## src/stereo_feedback_delay_macros.svh

```systemverilog
// Assertion macros used by the stereo feedback delay top level.
// Checks compile out when SYNTH is defined.
`ifndef STEREO_FEEDBACK_DELAY_MACROS_SVH
`define STEREO_FEEDBACK_DELAY_MACROS_SVH

`ifndef SYNTH
`define ASSERT_IMP(label, clk, rst_n, ante, cons) \
	label: assert property (@(posedge clk) disable iff (!rst_n) (ante) |-> (cons)) \
		else $error("assertion failed");
`define ASSERT_NXT(label, clk, rst_n, ante, cons) \
	label: assert property (@(posedge clk) disable iff (!rst_n) (ante) |=> (cons)) \
		else $error("assertion failed");
`else
`define ASSERT_IMP(label, clk, rst_n, ante, cons)
`define ASSERT_NXT(label, clk, rst_n, ante, cons)
`endif

`endif

```

## src/sfd_pkg.sv

```systemverilog
// Package for the stereo feedback delay: widths, types, register map,
// lane control struct and the saturation helper. No dependencies.
package sfd_pkg;

	localparam int DEPTH_BITS  = 16;
	localparam int DELAY_DEPTH = 1 << DEPTH_BITS;
	localparam int SAMPLE_BITS = 16;
	localparam int GAIN_BITS   = 16;
	localparam int FRAC_BITS   = 15;
	localparam int PROD_BITS   = SAMPLE_BITS + GAIN_BITS + 1;
	localparam int SUM_BITS    = PROD_BITS + 1;
	localparam int HALF_LSB    = 1 << (FRAC_BITS - 1);
	localparam int PADDR_BITS  = 4;
	localparam int PDATA_BITS  = 32;

	typedef logic signed [SAMPLE_BITS-1:0] sample_t;
	typedef logic [DEPTH_BITS-1:0]         addr_t;
	typedef logic [GAIN_BITS-1:0]          gain_t;
	typedef logic signed [PROD_BITS-1:0]   prod_t;
	typedef logic signed [SUM_BITS-1:0]    sum_t;

	typedef enum logic [1:0] {
		REG_DELAY = 2'd0,
		REG_DRY   = 2'd1,
		REG_WET   = 2'd2,
		REG_FB    = 2'd3
	} reg_idx_t;

	localparam gain_t DELAY_RST = GAIN_BITS'(0);
	localparam gain_t DRY_RST   = GAIN_BITS'(32768);
	localparam gain_t WET_RST   = GAIN_BITS'(16384);
	localparam gain_t FB_RST    = GAIN_BITS'(0);

	typedef struct packed {
		gain_t dry;
		gain_t wet;
		gain_t fb;
	} gains_t;

	typedef struct packed {
		logic  adv;
		logic  we;
		addr_t wr_s3;
		addr_t rd_s1;
		logic  hit_s3;
		logic  hit_wb;
		logic  rd_ok_s2;
	} lane_ctl_t;

	localparam sum_t SAT_HI = SUM_BITS'((1 << (SAMPLE_BITS - 1)) - 1);
	localparam sum_t SAT_LO = ~SAT_HI;

	function automatic sample_t sat_sample(input sum_t v);
		sample_t r;
		if (v > SAT_HI) begin
			r = SAT_HI[SAMPLE_BITS-1:0];
		end else if (v < SAT_LO) begin
			r = SAT_LO[SAMPLE_BITS-1:0];
		end else begin
			r = v[SAMPLE_BITS-1:0];
		end
		return r;
	endfunction

endpackage

```

## src/sfd_regs.sv

```systemverilog
// APB-style configuration registers for the stereo feedback delay.
// Depends on sfd_pkg.
module sfd_regs import sfd_pkg::*; (
	input  logic                  clk,
	input  logic                  arst_n,
	input  logic                  psel,
	input  logic                  penable,
	input  logic                  pwrite,
	input  logic [PADDR_BITS-1:0] paddr,
	input  logic [PDATA_BITS-1:0] pwdata,
	output logic [PDATA_BITS-1:0] prdata,
	output logic                  pready,
	output gain_t                 delay,
	output gains_t                gains
);

	gain_t    delay_q, dry_q, wet_q, fb_q;
	reg_idx_t idx;
	logic     wr_en;

	assign pready = 1'b1;
	assign idx    = reg_idx_t'(paddr[PADDR_BITS-1:2]);
	assign wr_en  = psel && penable && pwrite && pready;

	always_ff @(posedge clk or negedge arst_n) begin
		if (!arst_n) begin
			delay_q <= DELAY_RST;
			dry_q   <= DRY_RST;
			wet_q   <= WET_RST;
			fb_q    <= FB_RST;
		end else if (wr_en) begin
			unique case (idx)
				REG_DELAY: delay_q <= pwdata[GAIN_BITS-1:0];
				REG_DRY:   dry_q   <= pwdata[GAIN_BITS-1:0];
				REG_WET:   wet_q   <= pwdata[GAIN_BITS-1:0];
				REG_FB:    fb_q    <= pwdata[GAIN_BITS-1:0];
				default: ;
			endcase
		end
	end

	always_comb begin
		unique case (idx)
			REG_DELAY: prdata = PDATA_BITS'(delay_q);
			REG_DRY:   prdata = PDATA_BITS'(dry_q);
			REG_WET:   prdata = PDATA_BITS'(wet_q);
			REG_FB:    prdata = PDATA_BITS'(fb_q);
			default:   prdata = '0;
		endcase
	end

	assign delay     = delay_q;
	assign gains.dry = dry_q;
	assign gains.wet = wet_q;
	assign gains.fb  = fb_q;

endmodule

```

## config.mk

```make
export PLATFORM = sky130hd
export DESIGN_NAME = sfd_regs
export DESIGN_NICKNAME = d
export VERILOG_FILES = /design/src/stereo_feedback_delay_macros.svh /design/src/sfd_pkg.sv /design/src/sfd_regs.sv
export SDC_FILE = /design/constraint.sdc
export NUM_CORES = 1
export LEC_CHECK = 0
export BUFFER_PORTS_ARGS = -buffer_cell sky130_fd_sc_hd__buf_2
export CORE_ASPECT_RATIO = 0.6
export CORE_UTILIZATION = 47
export DETAILED_ROUTE_END_ITERATION = 8
export PLACE_DENSITY = 0.9
export SLEW_MARGIN = 20
export SYNTH_ARGS = -nofsm -noshare
export SYNTH_HDL_FRONTEND = slang
export SYNTH_SLANG_ARGS = --single-unit
```

## constraint.sdc

```tcl
create_clock -name clk -period 1.3 [get_ports clk]
set_input_delay 0 -clock clk [delete_from_list [all_inputs] [get_ports clk]]
set_output_delay 0 -clock clk [all_outputs]
set_load 0.01 [all_outputs]
```

==> impl_metrics.py <==
metrics = {
    "critical_path": {
        "r2r_slack_ns": 0.28,
        "path_class": "reg -> out",
        "timing.rr.start": "fb_q[14]",
        "critPathLaunchType": "flop",
        "crit_fanout": 2,
        "critPathRequiredTime_ns": 1.30,
        "rr_endpoint": "fb_q[14]",
        "crit_path_end_kind": "output port",
        "reg2reg_depth": 3,
        "worstPathArrival_ns": 1.38,
    },
    "synthesis": {
        "yosysTopAreaCellShare_pct": 51.58,
        "synth_area_leaders": "dfrtp_1 52%, mux2_2 20%, mux4_2 8.2%",
        "async_flop_share_pct": 100.0,
        "syn-cell-area_um2": 3008,
        "seq_area_frac_synth_pct": 53.33,
        "synth_flop_cell": "dfrtp_1",
        "synth_edf_count": 0,
        "synth_warnings": 0,
        "synthCells": 180,
        "synth_most_common_cell": "dfrtp_1",
        "synth_cell_types": 19,
        "yosys-top-cells-count": "62 x dfrtp_1, 54 x mux2_2, 19 x buf_4",
        "syn_avg_cell_area_um2": 16.71,
        "yosysTopAreaCell": "dfrtp_1",
        "synth_seq_cells": 64,
    },
    "pwr": {
        "leakagePower_nw": 2.184,
        "p_comb_share_pct": 36.0,
        "totalPowerFinal_w": 0.007009,
        "p_per_area_nw_per_um2": 1625,
        "p_int_w": 0.004950,
        "peakVddDrop_v": 0.0009459,
        "p_seq_share_pct": 39.6,
        "p_clk_share_pct": 24.4,
        "p_sw_share_pct": 29.37,
        "power_switching_w": 0.002059,
    },
    "clock_tree": {
        "clk_pin_slew_ns": 0.08,
        "ctsLongestPathBuffers": 2,
        "numCtsBuffers": 9,
        "cts_tree": "done",
        "cts_sinks": 64,
        "htree_levels": 3,
        "worst_skew_pair.late_latency_ns": 0.33,
        "root_buffer": "clkbuf_8",
    },
    "layout": {
        "final_util_pct": 70.28,
        "finalNetCount": 396,
        "layout-drive-gt1-share_pct": 71.67,
        "area_delta_synth_final_pct": 43.43,
        "fillers": 465,
        "seq_area_um2": 1604,
        "multi_input_area_um2": 1229,
        "n_antenna_cell": 0,
    },
    "sta": {
        "min_period_ns": 1.376,
        "fmax_mhz": 726.5,
        "rsz0062_at_grt": "yes",
        "final.setup.worst_slack_ns": -0.07638,
        "fin_tns_setup_ns": -0.5447,
        "maxSlewHeadroom_pct": 64.68,
        "tightest_slew_ns": 0.5298,
        "final-hold-violation-count": 0,
        "finClkSkew_ns": 0,
        "period_share_pct": 105.9,
        "finalMaxSlewViolations": 0,
        "setup_viol": 16,
    },
    "floorplan": {
        "die_height_um": 63.97,
        "ios": 138,
        "start_util_pct": 49.00,
        "num_rows": 22,
        "dieWidth_um": 105.3,
        "fp.dieArea_um2": 6734,
        "coreArea_um2": 6138,
    },
    "place": {
        "hpwlAfterDp_um": 4949,
        "place_congestion": 0.7196,
        "place.port_buffers": 102,
    },
    "outcome": {
        "violations": "negative setup slack",
        "status": "finished, violations left",
    },
    "drt": {
        "drc": 0,
        "post_drt_via_cell_ratio": 4.998,
        "num_vias": 2219,
        "drt_iter0_drc": 93,
        "drt-wirelength-per-cell_um": 17.25,
        "drtPass1Iterations": 4,
        "routed_wl_um": 7661,
        "ant_nets": 0,
    },
    "grt": {
        "overflow": 0,
        "grt_max_degree": 33,
        "grt_pass1_vias": 2258,
        "antenna_found_initial": 0,
        "grt_util_all_layers_pct": 24.13,
        "grt_pass1_wl_um": 11930,
    },
    "worst_hold_path": {
        "worstHoldPathType": "in -> async",
    },
    "job": {
        "drv_cap": 0,
    },
}
==> worst max-delay path, cell delays in order (launching register included) <==
cell,delay [ns]
dfrtp_1,0.42
mux4_2,0.49
buf_6,0.14
==> registers in the layout, summed over array words and instances (netlist names) <==
name / count
fb_q: 16
delay: 16
dry_q: 16
wet_q: 16
==> worst max path at each step <==
stage | start | endpoint | cells past startpoint
after floorplan | paddr[3] | delay[0] | 4
after global placement | paddr[3] | dry_q[10] | 4
after detailed placement | paddr[3] | dry_q[5] | 4
after CTS | delay[8] | prdata[8] | 2
after global routing | delay[8] | prdata[8] | 2
final | delay[8] | prdata[8] | 2
==> cells by family (layout without fill, tap and decap cells) <==
logic type             Yosys count  in the layout  synth area share, %
multiplexers                    80             80                37.81
AND/OR/NAND/NOR                  6              6                1.332
flip-flops                      64             64                53.33
buffers and inverters           28            193                7.279
other                            2             17               0.2497
==> layout by cell type (no fill, tap or decap) <==
cell type,instances
clkinv_2,1
nand3_1,1
mux2_4,10
nand4_1,1
clkbuf_8,11
conb_1,17
clkinvlp_4,1
nor3_4,1
dlygate4sd3_1,17
dfrtp_1,62
dfstp_2,2
bufinv_16,1
inv_2,1
buf_6,8
buf_12,1
buf_4,56
nor2_2,1
or3_1,1
or2_1,1
mux2_2,54
buf_2,94
mux4_2,16
clkbuf_1,2
==> per-layer routing <==
| metal | part of all wire [%] | global-route usage (%) |
|---|---|---|
| met1 | 43 | 31.96 |
| met2 | 49 | 39.88 |
| met3 | 6.6 | 6.020 |
| met4 | 1.5 | 6.866 |
| met5 | 0 | 0 |
==> cell type report <==
class,count,area share [%]
Multi-Input combinational cell,103,28.48
Timing Repair Buffer,176,27.15
Clock buffer,13,3.683
Inverter,1,0.08701
Sequential cell,64,37.18
Tap cell,84,2.436
Clock inverter,3,0.9861
==> metrics by stage <==
stage / hold WS (ns) / cell area [µm²] / setup WS, ns / instances
2_1_floorplan: -0.2956 / 3064 / 0.07281 / 195
3_3_place_gp: -0.001658 / 3603 / 0.1153 / 370
3_5_place_dp: 0.005761 / 3603 / 0.08919 / 370
4_1_cts: 0.1806 / 4245 / -0.06331 / 439
5_1_grt: 0.2196 / 4314 / -0.1079 / 444
6_report: 0.1804 / 4314 / -0.07638 / 444
==> power groups by stage <==
stage	Clock, W	Sequential (W)	Combinational [W]
after floorplan	0	0.00301	0.000864
after global placement	0	0.00281	0.00182
after detailed placement	0	0.00285	0.00187
after CTS	0.00175	0.00275	0.00240
after global routing	0.00186	0.00281	0.00269
final	0.00171	0.00277	0.00253
==> repair_timing <==
action	in CTS	in global routing
setup buffers	36	5
hold endpoints to repair	82	0
endpoints found under the setup margin	16	16
pin swaps	0	0
hold buffers	17	0
cloned	0	0
gates resized for setup	8	5
(Power assumes the default switching activity.)
